## src/rtl/qcet_pkg.sv

```systemverilog
// ----------------------------------------------------------------------------
// qcet_pkg
// Shared types and constants for the quad corner extremes tracker.
// ----------------------------------------------------------------------------
package qcet_pkg;

    localparam int PIXEL_W   = 8;
    localparam int CFG_W     = 11;
    localparam int CFG_IDX_W = 1;
    localparam int OUT_W     = 10;

    localparam logic [PIXEL_W-1:0] FOREGROUND = 8'hFF;
    localparam logic [CFG_W-1:0]   SIZE_RESET = 11'd1024;

    typedef enum logic [CFG_IDX_W-1:0] {
        REG_IMAGE_WIDTH  = 1'b0,
        REG_IMAGE_HEIGHT = 1'b1
    } cfg_reg_t;

    typedef logic [OUT_W-1:0] coord_t;

    typedef struct packed {
        coord_t upper_left_x;
        coord_t upper_left_y;
        coord_t upper_right_x;
        coord_t upper_right_y;
        coord_t lower_left_x;
        coord_t lower_left_y;
        coord_t lower_right_x;
        coord_t lower_right_y;
    } corners_t;

    // control from the pixel front end to the corner tracker
    typedef struct packed {
        logic step;        // one pixel consumed this cycle
        logic foreground;  // that pixel is foreground
        logic frame_end;   // that pixel closes the frame
        logic restart;     // size register rewritten, drop the frame
    } trk_ctrl_t;

endpackage

```

## src/rtl/qcet_tracker.sv

```systemverilog
// ----------------------------------------------------------------------------
// qcet_tracker
// Keeps the four corner extremes of the current frame and presents the
// corner set including the pixel being consumed.
// ----------------------------------------------------------------------------
module qcet_tracker #(
    parameter int CW = 10
) (
    input  logic                clk,
    input  logic                rst_n,
    input  qcet_pkg::trk_ctrl_t ctrl,
    input  logic [CW-1:0]       x,
    input  logic [CW-1:0]       y,
    output qcet_pkg::corners_t  corners
);

    logic                 seen_reg;
    logic [CW:0]          least_sum_reg, least_sum_next;
    logic [CW:0]          greatest_sum_reg, greatest_sum_next;
    logic signed [CW:0]   least_diff_reg, least_diff_next;
    logic signed [CW:0]   greatest_diff_reg, greatest_diff_next;
    logic [CW-1:0]        coord_reg  [8];
    logic [CW-1:0]        coord_next [8];

    logic [CW:0]          sum;
    logic signed [CW:0]   diff;
    logic                 hit;
    logic                 upd_ul, upd_ur, upd_ll, upd_lr;

    assign sum  = {1'b0, x} + {1'b0, y};
    assign diff = $signed({1'b0, x}) - $signed({1'b0, y});
    assign hit  = ctrl.step && ctrl.foreground;

    // first foreground pixel of a frame always takes every corner
    assign upd_ul = hit && (!seen_reg || (sum < least_sum_reg));
    assign upd_ur = hit && (!seen_reg || (diff > greatest_diff_reg));
    assign upd_ll = hit && (!seen_reg || (diff < least_diff_reg));
    assign upd_lr = hit && (!seen_reg || (sum >= greatest_sum_reg));

    always_comb
    begin
        coord_next         = coord_reg;
        least_sum_next     = least_sum_reg;
        greatest_sum_next  = greatest_sum_reg;
        least_diff_next    = least_diff_reg;
        greatest_diff_next = greatest_diff_reg;
        if (upd_ul)
        begin
            least_sum_next = sum;
            coord_next[0]  = x;
            coord_next[1]  = y;
        end
        if (upd_ur)
        begin
            greatest_diff_next = diff;
            coord_next[2]      = x;
            coord_next[3]      = y;
        end
        if (upd_ll)
        begin
            least_diff_next = diff;
            coord_next[4]   = x;
            coord_next[5]   = y;
        end
        if (upd_lr)
        begin
            greatest_sum_next = sum;
            coord_next[6]     = x;
            coord_next[7]     = y;
        end
    end

    assign corners.upper_left_x  = qcet_pkg::OUT_W'(coord_next[0]);
    assign corners.upper_left_y  = qcet_pkg::OUT_W'(coord_next[1]);
    assign corners.upper_right_x = qcet_pkg::OUT_W'(coord_next[2]);
    assign corners.upper_right_y = qcet_pkg::OUT_W'(coord_next[3]);
    assign corners.lower_left_x  = qcet_pkg::OUT_W'(coord_next[4]);
    assign corners.lower_left_y  = qcet_pkg::OUT_W'(coord_next[5]);
    assign corners.lower_right_x = qcet_pkg::OUT_W'(coord_next[6]);
    assign corners.lower_right_y = qcet_pkg::OUT_W'(coord_next[7]);

    always_ff @(posedge clk or negedge rst_n)
    begin
        if (!rst_n)
        begin
            seen_reg <= 1'b0;
            for (int i = 0; i < 8; i++)
            begin
                coord_reg[i] <= '0;
            end
        end
        else if (ctrl.restart || (ctrl.step && ctrl.frame_end))
        begin
            seen_reg <= 1'b0;
            for (int i = 0; i < 8; i++)
            begin
                coord_reg[i] <= '0;
            end
        end
        else if (ctrl.step)
        begin
            seen_reg  <= seen_reg || hit;
            coord_reg <= coord_next;
        end
    end

    // extremes are only meaningful once seen_reg is set
    always_ff @(posedge clk)
    begin
        if (ctrl.step)
        begin
            least_sum_reg     <= least_sum_next;
            greatest_sum_reg  <= greatest_sum_next;
            least_diff_reg    <= least_diff_next;
            greatest_diff_reg <= greatest_diff_next;
        end
    end

endmodule

```

## src/rtl/quad_corner_extremes_tracker_top.sv

```systemverilog
// ----------------------------------------------------------------------------
// quad_corner_extremes_tracker_top
// Raster pixel stream in, four foreground corner coordinates out per frame.
// ----------------------------------------------------------------------------
// Accepts one pixel per clock. Column and row are counted internally from
// image_width and image_height (0 reads as 1, above MAX_DIMENSION clamps).
// A pixel of 255 is foreground. After the last pixel of a frame one result
// carries the eight corner coordinates (all zero if the frame held no
// foreground) from the output register. Input register, one
// compare-and-update stage, output register: the output register only holds
// back the input when a finished result is still stalled and the next frame
// end arrives. Writing either size register restarts the frame; writes are
// only meant while no pixel is in flight. No clearing pass after reset.
// ----------------------------------------------------------------------------
module quad_corner_extremes_tracker_top #(
    parameter int MAX_DIMENSION = 1024
) (
    input  logic                                  clk,
    input  logic                                  rst_n,
    // pixel channel
    input  logic                                  in_valid,
    output logic                                  in_stall,
    input  logic [qcet_pkg::PIXEL_W-1:0]          pixel_value,
    // result channel
    output logic                                  out_valid,
    input  logic                                  out_stall,
    output logic [qcet_pkg::OUT_W-1:0]            upper_left_x,
    output logic [qcet_pkg::OUT_W-1:0]            upper_left_y,
    output logic [qcet_pkg::OUT_W-1:0]            upper_right_x,
    output logic [qcet_pkg::OUT_W-1:0]            upper_right_y,
    output logic [qcet_pkg::OUT_W-1:0]            lower_left_x,
    output logic [qcet_pkg::OUT_W-1:0]            lower_left_y,
    output logic [qcet_pkg::OUT_W-1:0]            lower_right_x,
    output logic [qcet_pkg::OUT_W-1:0]            lower_right_y,
    // configuration channel
    input  logic                                  cfg_valid,
    output logic                                  cfg_ready,
    input  logic [qcet_pkg::CFG_IDX_W-1:0]        cfg_index,
    input  logic [qcet_pkg::CFG_W-1:0]            cfg_data
);

    localparam int CW = $clog2(MAX_DIMENSION);
    localparam int EW = (CW + 1 > qcet_pkg::CFG_W) ? CW + 1 : qcet_pkg::CFG_W;
    localparam logic [EW-1:0] MAX_SIZE = EW'(MAX_DIMENSION);

    logic [qcet_pkg::CFG_W-1:0]   width_reg, height_reg;
    logic [EW-1:0]                eff_w, eff_h;
    logic                         cfg_write;
    logic                         restart;

    logic [CW-1:0]                col_reg, row_reg;
    logic                         col_last, row_last;
    logic                         in_take;

    logic                         s1_valid_reg;
    logic [qcet_pkg::PIXEL_W-1:0] s1_pixel_reg;
    logic [CW-1:0]                s1_x_reg, s1_y_reg;
    logic                         s1_last_reg;
    logic                         s1_go;

    logic                         out_valid_reg;
    qcet_pkg::corners_t           out_reg;
    qcet_pkg::corners_t           corners;
    qcet_pkg::trk_ctrl_t          trk_ctrl;

    // ---------------- configuration ----------------
    assign cfg_ready = 1'b1;
    assign cfg_write = cfg_valid && cfg_ready;

    always_comb
    begin
        restart = 1'b0;
        if (cfg_write)
        begin
            case (qcet_pkg::cfg_reg_t'(cfg_index))
                qcet_pkg::REG_IMAGE_WIDTH:  restart = 1'b1;
                qcet_pkg::REG_IMAGE_HEIGHT: restart = 1'b1;
                default:                    restart = 1'b0;
            endcase
        end
    end

    always_ff @(posedge clk or negedge rst_n)
    begin
        if (!rst_n)
        begin
            width_reg  <= qcet_pkg::SIZE_RESET;
            height_reg <= qcet_pkg::SIZE_RESET;
        end
        else if (cfg_write)
        begin
            case (qcet_pkg::cfg_reg_t'(cfg_index))
                qcet_pkg::REG_IMAGE_WIDTH:  width_reg  <= cfg_data;
                qcet_pkg::REG_IMAGE_HEIGHT: height_reg <= cfg_data;
                default:                    ;
            endcase
        end
    end

    always_comb
    begin
        if (width_reg == '0)
            eff_w = EW'(1);
        else if (EW'(width_reg) > MAX_SIZE)
            eff_w = MAX_SIZE;
        else
            eff_w = EW'(width_reg);

        if (height_reg == '0)
            eff_h = EW'(1);
        else if (EW'(height_reg) > MAX_SIZE)
            eff_h = MAX_SIZE;
        else
            eff_h = EW'(height_reg);
    end

    // ---------------- raster counters ----------------
    assign in_take  = in_valid && !in_stall;
    assign col_last = (EW'(col_reg) + EW'(1)) >= eff_w;
    assign row_last = (EW'(row_reg) + EW'(1)) >= eff_h;

    always_ff @(posedge clk or negedge rst_n)
    begin
        if (!rst_n)
        begin
            col_reg <= '0;
            row_reg <= '0;
        end
        else if (restart)
        begin
            col_reg <= '0;
            row_reg <= '0;
        end
        else if (in_take)
        begin
            if (!col_last)
                col_reg <= col_reg + CW'(1);
            else
            begin
                col_reg <= '0;
                row_reg <= row_last ? '0 : row_reg + CW'(1);
            end
        end
    end

    // ---------------- input register ----------------
    // a frame-end pixel waits here while the previous result is still stalled
    assign s1_go    = s1_valid_reg && !(s1_last_reg && out_valid_reg && out_stall);
    assign in_stall = s1_valid_reg && !s1_go;

    always_ff @(posedge clk or negedge rst_n)
    begin
        if (!rst_n)
            s1_valid_reg <= 1'b0;
        else if (!in_stall)
            s1_valid_reg <= in_valid;
    end

    always_ff @(posedge clk)
    begin
        if (in_take)
        begin
            s1_pixel_reg <= pixel_value;
            s1_x_reg     <= col_reg;
            s1_y_reg     <= row_reg;
            s1_last_reg  <= col_last && row_last;
        end
    end

    // ---------------- corner tracking ----------------
    assign trk_ctrl.step       = s1_go;
    assign trk_ctrl.foreground = (s1_pixel_reg == qcet_pkg::FOREGROUND);
    assign trk_ctrl.frame_end  = s1_last_reg;
    assign trk_ctrl.restart    = restart;

    qcet_tracker #(
        .CW (CW)
    ) u_tracker (
        .clk     (clk),
        .rst_n   (rst_n),
        .ctrl    (trk_ctrl),
        .x       (s1_x_reg),
        .y       (s1_y_reg),
        .corners (corners)
    );

    // ---------------- result register ----------------
    always_ff @(posedge clk or negedge rst_n)
    begin
        if (!rst_n)
            out_valid_reg <= 1'b0;
        else if (s1_go && s1_last_reg)
            out_valid_reg <= 1'b1;
        else if (!out_stall)
            out_valid_reg <= 1'b0;
    end

    always_ff @(posedge clk)
    begin
        if (s1_go && s1_last_reg)
            out_reg <= corners;
    end

    assign out_valid     = out_valid_reg;
    assign upper_left_x  = out_reg.upper_left_x;
    assign upper_left_y  = out_reg.upper_left_y;
    assign upper_right_x = out_reg.upper_right_x;
    assign upper_right_y = out_reg.upper_right_y;
    assign lower_left_x  = out_reg.lower_left_x;
    assign lower_left_y  = out_reg.lower_left_y;
    assign lower_right_x = out_reg.lower_right_x;
    assign lower_right_y = out_reg.lower_right_y;

endmodule

```

## config.mk

```make
export PLATFORM = sky130hd
export DESIGN_NAME = quad_corner_extremes_tracker_top
export DESIGN_NICKNAME = d
export VERILOG_FILES = /design/src/rtl/qcet_pkg.sv /design/src/rtl/qcet_tracker.sv /design/src/rtl/quad_corner_extremes_tracker_top.sv
export SDC_FILE = /design/constraint.sdc
export NUM_CORES = 1
export LEC_CHECK = 0
export BUFFER_PORTS_ARGS = -buffer_cell sky130_fd_sc_hd__buf_2
export CORE_MARGIN = 1
export CORE_UTILIZATION = 40
export DETAILED_ROUTE_END_ITERATION = 10
export GPL_TIMING_DRIVEN = 0
export HOLD_SLACK_MARGIN = 0.1
export PLACE_DENSITY = 0.68
export SYNTH_ARGS = -nofsm -noshare
export SYNTH_HDL_FRONTEND = slang
export SYNTH_SLANG_ARGS = --single-unit
```

## constraint.sdc

```tcl
create_clock -name clk -period 17.2 [get_ports clk]
set_input_delay 0.86 -clock clk [delete_from_list [all_inputs] [get_ports clk]]
set_output_delay 0.86 -clock clk [all_outputs]
set_load 0.05 [all_outputs]
```

==> flow_metrics.tcl <==
set metrics [dict create \
    status "completed" \
    drc 0 \
    fin_ws_ps 11780 \
    synth_area_leaders "edfxtp_1 35%, dfrtp_1 24%, ha_1 8.2%, mux2_2 7.8%, a22o_1 5.0%" \
    setup_violations 0 \
    drt_iter0_markers 613 \
    num_io_pins 108 \
    die_h_um 183 \
    root_buffer "clkbuf_16" \
    port_buffers 105 \
    clk_latency_ps 540 \
    largest_reg_flops 80 \
    post_cts.repair.setup_buffers 0 \
    critPathTopFamily "compound AO/OA/AOI/OAI gates" \
    yosysMostFrequentCell "edfxtp_1" \
    coreArea_mm2 0.0319 \
    viasPerCell 5.30 \
    place_ws_ps 11940 \
    area_growth_pct 16.0 \
    slowest_delay_ps 740 \
    critPathBufInv 3 \
    num_rows 65 \
    grt_usage 0.179 \
    holdBufCountCts 0 \
    syn-cell-area_mm2 0.0131 \
    synthSimpleGateAreaFrac 0.0627 \
    period_share 0.315 \
    crit_slowest_cell "edfxtp_1" \
    drv_slew 0 \
    synthDistinctLibCells 62 \
    initial_utilization 0.411 \
    antenna_found_initial 1 \
    pwr_density_cell_mw_per_mm2 100 \
    die_w_um 183 \
    synth_warnings 0 \
    totalPowerFinal_w 0.00152 \
    crit_path_end_kind "flop" \
    clock_path_buffers 3 \
    syn_inst 989 \
    finalHoldViolations 0 \
    leakage_nw 6.81 \
    cap_violations 0 \
    cts_buffers 29 \
    synth_compound_area_frac 0.129 \
    ir_drop_uv 73.7 \
    rsz0062_at_grt "false" \
    vias 8400 \
    grt_pass1_wl_um 47000 \
    ys_ff_latch 278 \
    synth_fa_ha_area_frac 0.0853 \
    numClockSinks 278 \
    cts.clk_slew.worst_paths_ps 60 \
    grt_overflow 0 \
    ys_seq_area_frac 0.590 \
    synthFlopType "edfxtp_1" \
    wl_per_cell_um 18.5 \
    tritoncts "yes" \
    synth_common_cells "153 x edfxtp_1, 123 x dfrtp_1, 91 x mux2_2" \
    yosysTopAreaCell "edfxtp_1" \
    first_global_vias 8677 \
    syn_nets 1102 \
    drive_above_1_share 0.238 \
    final_util 0.476 \
    muxShareOfSynthArea 0.0783 \
    cts.htree.levels 1 \
    ctsResizeCount 0 \
    fin_worst_skew_ps 9.99 \
    timing.fmax_ghz 0.185 \
    worstPathMaxFanout 11 \
    path_cells "ha_1 -> inv_1 -> fa_1 -> o21ba_2 -> o21ai_0 -> a221oi_1 -> o21bai_1 -> a21oi_1 -> o31ai_1 -> ha_1 -> o21ai_0 -> nor2_1 -> a2111oi_2 -> o21ai_1 -> clkbuf_1 -> inv_1" \
    gp_congestion 0.859 \
    r2r_setup_slack_ps 11780 \
    worst_ep_arrival_time_ps 5600 \
    grt_max_degree 70 \
    synth_top_family_by_area "compound AO/OA/AOI/OAI gates" \
    hp-class "in2async" \
    n_antenna_cell 0 \
    synthArstFlopShare 0.450 \
    slew_headroom 0.178 \
    path_class "reg2reg" \
    postRouteWirelength_um 29300 \
    dp_hpwl_um 20600 \
    design.die.area_mm2 0.0335 \
    nets 1242 \
    hold-worst-slack_ps 286 \
    min_period_ps 5420 \
    synth_edf_count 153 \
    cp-start-kind "flop" \
    avgSynthCellArea_um2 13.2 \
    fin_setup_tns_ps 0 \
    post_synth_xor_area_fraction 0.0201 \
    ant_nets 0 \
    yosysTopAreaCellShare 0.351 \
    crit_required_ps 17380 \
    tightestPinTransition_ps 1230 \
    drt-pass1-iter-count 5 \
]
## metal layers
metal | vias up | global-route usage | wire length [um]
met5 | - | 0 | 8
met4 | 2 | 0.0537 | 735
met3 | 42 | 0.0272 | 1480
met2 | 192 | 0.300 | 14200
met1 | 4170 | 0.240 | 12900
li1 | 3994 | - | -
## where the power goes
| group | switching, W | internal (W) |
|---|---|---|
| clock network | 0.000251 | 0.000351 |
| registers | 0.0000236 | 0.000728 |
| logic | 0.000108 | 0.0000628 |
| total | 0.000383 | 0.00114 |
## per-stage QoR
stage	instance area [um^2]	instances
after floorplan	13100	989
after global placement	14200	1529
after global routing	15200	1584
final	15200	1584
after detailed placement	14300	1533
after CTS	15200	1584
## worst reg2reg max path, cell delays in order (launching register included)
cell and delay [ps]:
edfxtp_1 740, ha_1 270, inv_1 60, fa_1 390, o21ba_2 210, o21ai_0 280
a221oi_1 170, o21bai_1 180, a21oi_1 120, o31ai_1 530, ha_1 360, o21ai_0 220
nor2_1 90, a2111oi_2 410, o21ai_1 240, clkbuf_1 350, inv_1 440
## cell families after synthesis
group                      count (synthesis)
adders and majority gates                 88
muxes                                     91
AOI/OAI and AO/OA                        224
other                                      1
and+or+nand+nor                          168
DFF                                      278
buffers and inverters                    109
xor gates and xnor gates                  30
## final timing paths
check / cells after the start / end / from
setup / recovery: 16 / u_tracker.least_sum_reg[0] / s1_y_reg[0]
hold / removal: 1 / height_reg[1] / rst_n
setup reg to reg: 16 / u_tracker.least_sum_reg[0] / s1_y_reg[0]
hold reg to reg: 1 / u_tracker.coord_reg[11] / u_tracker.coord_reg[11]
max in group asynchronous: 2 / u_tracker.coord_reg[43] / rst_n
min in group clk: 1 / u_tracker.coord_reg[11] / u_tracker.coord_reg[11]
## placed cells by master (no fill, tap or decap), drive strengths merged, types with 4 or more instances in the layout
| cell | netlist | final |
|---|---|---|
| nand4 | 8 | 8 |
| and2 | 4 | 4 |
| inv | 73 | 74 |
| a31oi | 6 | 6 |
| or3 | 4 | 4 |
| a22o | 75 | 75 |
| nand2b | 8 | 8 |
| a21oi | 25 | 25 |
| a211oi | 6 | 6 |
| o21bai | 4 | 4 |
| nor4 | 5 | 5 |
| buf | 17 | 126 |
| a21o | 14 | 14 |
| o21ai | 40 | 40 |
| xor2 | 12 | 12 |
| dfrtp | 123 | 123 |
| nor3 | 6 | 6 |
| clkinv | 1 | 11 |
| mux2 | 91 | 91 |
| nand2 | 56 | 56 |
| nand3 | 15 | 15 |
| xnor2 | 18 | 18 |
| or2 | 4 | 4 |
| clkbuf | 18 | 55 |
| ha | 86 | 86 |
| nor2 | 32 | 32 |
| nor2b | 12 | 12 |
| edfxtp | 153 | 153 |
| o21a | 4 | 4 |
| a32o | 20 | 20 |
| and3 | 6 | 6 |
## final cells by class
| cell class | instances | area [um^2] |
|---|---|---|
| fillers | 2869 | 16700 |
| flip-flops and latches | 278 | 7720 |
| multi-input cells | 602 | 4930 |
| clock buffers | 37 | 786 |
| repair buffers | 109 | 634 |
| well taps | 435 | 544 |
| inverters | 74 | 278 |
| plain buffers | 35 | 168 |
| clock inverters | 14 | 125 |
Note: power is estimated with default switching activity, not from simulation.
